--- config.mk ---
export PLATFORM = sky130hd
export DESIGN_NAME = vds_scan
export DESIGN_NICKNAME = d
export VERILOG_FILES = /design/src/rtl/core/vds_pkg.sv /design/src/rtl/core/vds_scan.sv
export SDC_FILE = /design/constraint.sdc
export NUM_CORES = 1
export LEC_CHECK = 0
export BUFFER_PORTS_ARGS = -buffer_cell sky130_fd_sc_hd__buf_2
export CAP_MARGIN = 20
export CORE_MARGIN = 4
export CORE_UTILIZATION = 40
export CTS_BUF_LIST = sky130_fd_sc_hd__clkbuf_4
export DETAILED_ROUTE_END_ITERATION = 7
export PLACE_DENSITY = 0.79
export REMOVE_ABC_BUFFERS = 1
export SKIP_CTS_REPAIR_TIMING = 1
export SLEW_MARGIN = 20
export SYNTH_ARGS = -nofsm -noshare
export SYNTH_HDL_FRONTEND = slang
export SYNTH_SLANG_ARGS = --single-unit
--- constraint.sdc ---
create_clock -name clk -period 6.05 [get_ports clk]
set_input_delay 0.605 -clock clk [delete_from_list [all_inputs] [get_ports clk]]
set_output_delay 0.605 -clock clk [all_outputs]
set_load 0.01 [all_outputs]
--- src/rtl/core/vds_pkg.sv ---
package vds_pkg;

    localparam int MAX_SIZE_X   = 64;
    localparam int MAX_SIZE_Y   = 64;
    localparam int MAX_SIZE_Z   = 64;
    localparam int SAMPLE_WIDTH = 32;

    localparam int NCOMP       = 3;
    localparam int POS_W       = 6;
    localparam int CFG_SIZE_W  = 7;
    localparam int OP_W        = 2;
    localparam int RECIP_W     = 32;
    localparam int CFG_DATA_W  = 32;
    localparam int CFG_INDEX_W = 3;

    localparam int MAX_DIM_XY = (MAX_SIZE_X > MAX_SIZE_Y) ? MAX_SIZE_X : MAX_SIZE_Y;
    localparam int MAX_DIM    = (MAX_DIM_XY > MAX_SIZE_Z) ? MAX_DIM_XY : MAX_SIZE_Z;
    localparam int DIM_W      = $clog2(MAX_DIM + 1);
    localparam int SIZE_W     = (DIM_W > CFG_SIZE_W) ? DIM_W : CFG_SIZE_W;
    localparam int CMP_W      = SIZE_W + 1;

    localparam int COL_W   = $clog2(MAX_SIZE_X);
    localparam int ROW_W   = $clog2(MAX_SIZE_Y);
    localparam int PLANE_W = $clog2(MAX_SIZE_Z);

    localparam int PLANE_WORDS = MAX_SIZE_X * MAX_SIZE_Y;
    localparam int HIST_DEPTH  = 2 * PLANE_WORDS;
    localparam int ADDR_W      = $clog2(HIST_DEPTH);
    localparam int VOXEL_W     = NCOMP * SAMPLE_WIDTH;

    localparam int TAPS       = 6;
    localparam int TAP_CENTER = 0;
    localparam int TAP_XP     = 1;
    localparam int TAP_XM     = 2;
    localparam int TAP_YP     = 3;
    localparam int TAP_YM     = 4;
    localparam int TAP_ZM     = 5;

    localparam int DIFF_W      = SAMPLE_WIDTH + 1;
    localparam int ACC_W       = SAMPLE_WIDTH + 4;
    localparam int LO_W        = 32;
    localparam int MAG_W       = (ACC_W > LO_W + 1) ? ACC_W : LO_W + 1;
    localparam int HI_W        = MAG_W - LO_W;
    localparam int PROD_LO_W   = LO_W + RECIP_W;
    localparam int PROD_HI_W   = HI_W + RECIP_W;
    localparam int FRAC_W      = 16;
    localparam int RND_W       = PROD_LO_W + 1;
    localparam int Q_A_W       = RND_W - FRAC_W;
    localparam int Q_B_W       = PROD_HI_W + FRAC_W;
    localparam int Q_W         = ((Q_A_W > Q_B_W) ? Q_A_W : Q_B_W) + 1;
    localparam int ROUND_HALF  = 1 << (FRAC_W - 1);
    localparam int HI_LIMIT_SH = 47;

    localparam int QUEUE_DEPTH = 8;
    localparam int QUEUE_PTR_W = $clog2(QUEUE_DEPTH);
    localparam int QUEUE_CNT_W = $clog2(QUEUE_DEPTH + 1);

    localparam logic [CFG_SIZE_W-1:0] SIZE_RESET       = CFG_SIZE_W'(64);
    localparam logic [RECIP_W-1:0]    HALF_STEP_RESET  = RECIP_W'(32768);
    localparam logic [RECIP_W-1:0]    STEP_SQ_RESET    = RECIP_W'(65536);

    typedef enum logic [OP_W-1:0] {
        OP_GRADIENT   = 2'd0,
        OP_DIVERGENCE = 2'd1,
        OP_CURL       = 2'd2,
        OP_LAPLACIAN  = 2'd3
    } op_t;

    typedef enum logic [CFG_INDEX_W-1:0] {
        REG_SIZE_X          = 3'd0,
        REG_SIZE_Y          = 3'd1,
        REG_SIZE_Z          = 3'd2,
        REG_OPERATION       = 3'd3,
        REG_HALF_STEP_RECIP = 3'd4,
        REG_STEP_SQ_RECIP   = 3'd5
    } reg_index_t;

    typedef struct packed {
        logic signed [SAMPLE_WIDTH-1:0] comp_x;
        logic signed [SAMPLE_WIDTH-1:0] comp_y;
        logic signed [SAMPLE_WIDTH-1:0] comp_z;
    } voxel_t;

    typedef struct packed {
        logic signed [SAMPLE_WIDTH-1:0] res_x;
        logic signed [SAMPLE_WIDTH-1:0] res_y;
        logic signed [SAMPLE_WIDTH-1:0] res_z;
        logic [POS_W-1:0]               pos_i;
        logic [POS_W-1:0]               pos_j;
        logic [POS_W-1:0]               pos_k;
        logic                           grid_done;
        logic                           saturated;
    } result_t;

    typedef struct packed {
        logic             valid;
        logic [POS_W-1:0] pos_i;
        logic [POS_W-1:0] pos_j;
        logic [POS_W-1:0] pos_k;
        logic             grid_done;
    } tag_t;

    function automatic logic [SIZE_W-1:0] clamp_size(input logic [CFG_SIZE_W-1:0] v,
                                                      input int maxv);
        logic [SIZE_W-1:0] r;
        if (int'(v) < 3)
            r = SIZE_W'(3);
        else if (int'(v) > maxv)
            r = SIZE_W'(maxv);
        else
            r = SIZE_W'(v);
        return r;
    endfunction

endpackage

--- src/rtl/core/vds_scan.sv ---
module vds_scan
    import vds_pkg::*;
(
    input  logic                           clk,
    input  logic                           rst_n,
    input  logic                           advance,
    input  logic [CFG_SIZE_W-1:0]          size_x,
    input  logic [CFG_SIZE_W-1:0]          size_y,
    input  logic [CFG_SIZE_W-1:0]          size_z,
    output tag_t                           tag,
    output logic [TAPS-1:0][ADDR_W-1:0]    rd_addr,
    output logic [ADDR_W-1:0]              wr_addr
);

    logic [COL_W-1:0]   col_reg, col_next;
    logic [ROW_W-1:0]   row_reg, row_next;
    logic [PLANE_W-1:0] plane_reg, plane_next;
    logic [CMP_W-1:0]   sx, sy, sz, cw, rw, pw;
    logic               interior;
    logic [ADDR_W-1:0]  cur_base, oth_base, row_off, center;

    assign sx = CMP_W'(clamp_size(size_x, MAX_SIZE_X));
    assign sy = CMP_W'(clamp_size(size_y, MAX_SIZE_Y));
    assign sz = CMP_W'(clamp_size(size_z, MAX_SIZE_Z));
    assign cw = CMP_W'(col_reg);
    assign rw = CMP_W'(row_reg);
    assign pw = CMP_W'(plane_reg);

    assign interior = (cw >= CMP_W'(1)) && (cw + CMP_W'(2) <= sx)
                   && (rw >= CMP_W'(1)) && (rw + CMP_W'(2) <= sy)
                   && (pw >= CMP_W'(2)) && (pw + CMP_W'(1) <= sz);

    assign tag.valid     = advance && interior;
    assign tag.pos_i     = POS_W'(col_reg);
    assign tag.pos_j     = POS_W'(row_reg);
    assign tag.pos_k     = POS_W'(pw - CMP_W'(1));
    assign tag.grid_done = (cw + CMP_W'(2) == sx) && (rw + CMP_W'(2) == sy)
                        && (pw + CMP_W'(1) == sz);

    assign cur_base = plane_reg[0] ? ADDR_W'(PLANE_WORDS) : '0;
    assign oth_base = plane_reg[0] ? '0 : ADDR_W'(PLANE_WORDS);
    assign row_off  = ADDR_W'(row_reg) * ADDR_W'(MAX_SIZE_X);
    assign center   = oth_base + row_off + ADDR_W'(col_reg);
    assign wr_addr  = cur_base + row_off + ADDR_W'(col_reg);

    assign rd_addr[TAP_CENTER] = center;
    assign rd_addr[TAP_XP]     = center + ADDR_W'(1);
    assign rd_addr[TAP_XM]     = center - ADDR_W'(1);
    assign rd_addr[TAP_YP]     = center + ADDR_W'(MAX_SIZE_X);
    assign rd_addr[TAP_YM]     = center - ADDR_W'(MAX_SIZE_X);
    assign rd_addr[TAP_ZM]     = wr_addr;

    always_comb
    begin
        col_next   = col_reg;
        row_next   = row_reg;
        plane_next = plane_reg;
        if (advance)
        begin
            if (cw + CMP_W'(1) >= sx)
            begin
                col_next = '0;
                if (rw + CMP_W'(1) >= sy)
                begin
                    row_next = '0;
                    if (pw + CMP_W'(1) >= sz)
                        plane_next = '0;
                    else
                        plane_next = plane_reg + PLANE_W'(1);
                end
                else
                begin
                    row_next = row_reg + ROW_W'(1);
                end
            end
            else
            begin
                col_next = col_reg + COL_W'(1);
            end
        end
    end

    always_ff @(posedge clk or negedge rst_n)
    begin
        if (!rst_n)
        begin
            col_reg   <= '0;
            row_reg   <= '0;
            plane_reg <= '0;
        end
        else
        begin
            col_reg   <= col_next;
            row_reg   <= row_next;
            plane_reg <= plane_next;
        end
    end

endmodule

* Word-level counts from Yosys, hierarchy flattened
Index checks and enable logic that the tools add are counted.
** Word-level totals
- Register bits after elaboration :: 18
- Bits of input ports :: 24
- Output and inout bits :: 111
- Word-level logic and storage cells :: 59
** Cells by class
- Add/sub/neg operators :: 17
- Order comparisons :: 15
- Equality and inequality tests :: 3
- Muxes and demuxes :: 11
- Reductions and logical operators :: 10
** Operators by type and width (count)
- 2-to-1 mux 7 bit :: 6
- adder 13 x 12 -> 13 bit :: 2
- adder 13 x 6 -> 13 bit :: 2
- 2-to-1 mux 13 bit :: 2
- <= comparator 8 x 7 -> 1 bit :: 3
- adder 6 x 1 -> 7 bit, second input constant :: 3
- greater-or-equal comparator 7 bit :: 3
- greater-than comparator 7 bit, second input constant :: 3
- < comparator 7 x 2 -> 1 bit, second input constant :: 3
- adder 6 x 1 -> 6 bit, second input constant :: 3
- 2-to-1 mux 6 bit :: 3
- adder 6 x 2 -> 7 bit, second input constant :: 2
- == test 7 bit :: 2
- adder 13 x 1 -> 13 bit, second input constant :: 1
- adder 13 x 7 -> 13 bit, second input constant :: 1
- subtractor 13 x 1 -> 13 bit, second input constant :: 1
- subtractor 13 x 7 -> 13 bit, second input constant :: 1
- greater-or-equal comparator 6 x 1 -> 1 bit, second input constant :: 2
- == test 8 x 7 -> 1 bit :: 1
- logical AND 1 bit :: 8
- greater-or-equal comparator 6 x 2 -> 1 bit, second input constant :: 1
- subtractor 6 x 1 -> 6 bit, second input constant :: 1
- AND reduction 3 bit :: 1
- AND reduction 2 bit :: 1

* Logic depth before layout (Yosys ltp)
- Word-level depth :: 10
- Depth in mapped cells :: 11
- Gate-level depth less buffers :: 11

* Worst setup path before layout
No wires, ideal clock.
- Path type :: flip-flop to output port
- Start :: register plane_reg[0]
- End :: output tag[19] in the netlist's numbering
- Arrival :: 2.504 ns
- Data required time :: 5.445 ns
- Path slack :: 2.941 ns
- Stages on the path, launching flop included :: 10
- Path buffers :: 1
- Cells stage by stage :: dfrtp_1 -> clkbuf_1 -> nand3_1 -> nor3_1 -> xor2_1 -> ha_1 -> or4_1 -> o22a_1 -> a211o_1 -> a211oi_2
** RTL lines
- start, declared :: RTL line vds_scan.sv:17 : logic [PLANE_W-1:0] plane_reg, plane_next;
- start signal, assigned :: RTL line vds_scan.sv:95 : plane_reg <= plane_next;
- end, declared :: RTL line vds_scan.sv:10 : output tag_t tag,

==> impl_metrics.tcl <==
set metrics [dict create \
    fmaxAchievable_mhz 274 \
    grt_overflow 0 \
    clkTransAtPathRegs_ns 0.10 \
    grt_usage 0.177 \
    clock_power_share 0.037 \
    drv_slew 0 \
    dp.final_hpwl_mm 6.67 \
    place.gp.congestion 0.993 \
    cts_tree "built" \
    start_kind "flop" \
    cts_buffer_depth 2 \
    wl_mm 7.92 \
    fin_crit_sh 0.604 \
    std_cell_rows 31 \
    io_pins 135 \
    status "finished clean" \
    dr.pass1.iters 4 \
    rsz0062_at_grt "false" \
    num-fill-cells 736 \
    power.share.sequential 0.178 \
    pwr_density_cell_nw_per_um2 505 \
    fin_hold_ws_ns 0.224 \
    drv_cap 0 \
    antenna_found_initial 0 \
    die_w_um 94.2 \
    hold_viol 0 \
    clk_latency_ns 0.29 \
    diodes 0 \
    initial_core_util 0.412 \
    fp.coreArea_um2 7210 \
    ant_nets 0 \
    wl_per_cell_um 14.3 \
    nNetsFinal 529 \
    netlist_area_um2 2970 \
    p_leak_nw 1.82 \
    p_comb_frac 0.785 \
    htree_levels 1 \
    drtIter0Drc 133 \
    fp.dieArea_um2 8870 \
    ys_ff_latch 18 \
    crit_path_max_fanout 11 \
    synthDistinctLibCells 48 \
    cp-end-kind "output port" \
    postSynthCellCount 382 \
    critical_path_arrival_ns 3.05 \
    slew_headroom 0.594 \
    synthArstFlopShare 1.00 \
    power.total_mw 1.69 \
    period_needed_ns 3.65 \
    ir_drop_uv 330 \
    vias 2812 \
    routed_via_density 5.07 \
    ys.flop_type "dfrtp_1" \
    syn_area_per_cell_um2 7.77 \
    grt_pass1_vias 2622 \
    setup_tns_ns 0 \
    grt_max_degree 19 \
    sw_frac_of_total 0.555 \
    tightest_slew_ns 0.610 \
    internal_power_mw 0.752 \
    numCtsBuffers 3 \
    drc 0 \
    setup_viol 0 \
    synth_edf_count 0 \
    critical_path_required_ns 5.44 \
    skew_ns 0.00201 \
    syn2layout_area_growth_pct 12.7 \
    hold_path.class "input pin to async pin" \
    fp.dieH_um 94.2 \
    drive_gt1_frac 0.320 \
    cts-root-buf "clkbuf_4" \
    cts_sinks 18 \
    ys_seq_area_frac 0.152 \
    grt_pass1_wl_mm 12.9 \
    critPathKind "flop to output port" \
    io_buffers 134 \
    yosys_warnings 0 \
    p_sw_mw 0.940 \
]
==> path summary, 6_finish.rpt <==
check	cells after the start	endpoint	slack [ns]	from
worst min register to register	2	plane_reg[1]	0.62	plane_reg[1]
worst max register to register	10	plane_reg[3]	2.81	row_reg[0]
worst max-delay path	9	tag[19]	2.40	plane_reg[0]
min in group clk	2	plane_reg[1]	0.62	plane_reg[1]
worst min-delay path	1	col_reg[1]	0.22	rst_n
max in group asynchronous	1	plane_reg[2]	5.54	rst_n
==> power by group through the flow <==
stage                     Combinational, mW  Sequential (mW)  Clock, mW
after floorplan                       0.732            0.356          0
after global placement                 1.31            0.296          0
after detailed placement               1.34            0.303          0
after CTS                              1.35            0.300     0.0631
after global routing                   1.48            0.319     0.0687
final                                  1.33            0.301     0.0619
==> worst max-delay path, stage by stage (launching register included) <==
cell and delay (ns):
dfrtp_1 0.59, nand3_1 0.21, nor3_1 0.21, xor2_1 0.12, ha_1 0.24, or4_1 0.52
o22a_1 0.23, a211o_1 0.31, a211oi_2 0.15, buf_2 0.16
==> synthesized netlist by cell type, types with 3 or more instances <==
library cell / n / area, µm²
a21o_1: 3 / 22.5
and3_1: 4 / 25.0
buf_4: 53 / 398
xor2_1: 15 / 131
o21ai_1: 4 / 20.0
ha_1: 48 / 601
inv_1: 22 / 82.6
o21ai_0: 17 / 85.1
or3_1: 3 / 18.8
clkbuf_1: 7 / 26.3
xnor2_1: 29 / 254
nor4_1: 3 / 18.8
dfrtp_1: 18 / 450
nor3_1: 6 / 30.0
nand4_1: 7 / 43.8
nor2_1: 25 / 93.8
nand3_1: 15 / 75.1
a21oi_1: 9 / 45.0
o22ai_1: 4 / 25.0
nand2b_1: 9 / 56.3
nand2_1: 45 / 169
buf_2: 3 / 15.0
==> stage by stage <==
stage / setup WS (ns) / instance area [µm²] / instances / util
6_report: 2.40 / 3350 / 555 / 0.464
5_1_grt: 2.17 / 3350 / 555 / 0.464
4_1_cts: 2.39 / 3350 / 555 / 0.464
3_5_place_dp: 2.72 / 3320 / 551 / 0.460
3_3_place_gp: 2.76 / 3320 / 551 / 0.460
2_1_floorplan: 2.95 / 2530 / 318 / -
==> final cells by class <==
cell class	count	area, µm²	area share
Clock buffer	3	22.5	0.00673
Clock inverter	1	3.75	0.00112
Inverter	22	82.6	0.0247
Multi-Input combinational cell	278	1990	0.596
Sequential cell	18	450	0.135
Tap cell	99	124	0.0370
Timing Repair Buffer	134	671	0.200
==> cells in the final DEF (no fill, tap or decap), types with 2 or more instances in the layout <==
cell and count:
o22ai_1 4, or4_1 2, buf_2 134, nand3_1 15, xor2_1 15, xnor2_1 29
clkbuf_4 3, o21ai_0 17, o21a_1 2, or3_1 3, nand2_1 45, o211ai_2 2
dfrtp_1 18, a21boi_0 2, and3_1 4, nor2b_1 2, nor4_1 3, o21ai_1 4
a21oi_1 9, a31oi_1 2, nand4_1 7, inv_1 22, nor3_1 6, o31ai_1 2
ha_1 48, nand2b_1 9, nor2_1 25, a21o_1 3
==> routing by layer <==
metal | share of wire | GRT usage
met5 | 0 | 0
met2 | 0.49 | 0.298
met1 | 0.45 | 0.239
met4 | 0.015 | 0.0505
met3 | 0.048 | 0.0184
==> cell families (layout without fill, tap and decap cells) <==
kind of cell / Yosys count / in the layout / synth area share
compound gates: 55 / 55 / 0.119
xor+xnor: 44 / 44 / 0.130
fa+ha+maj: 49 / 49 / 0.206
buf+inv: 86 / 160 / 0.177
flops: 18 / 18 / 0.152
mux: 1 / 1 / 0.00337
simple gates: 129 / 129 / 0.213
Power figures use the tool's default switching activity.
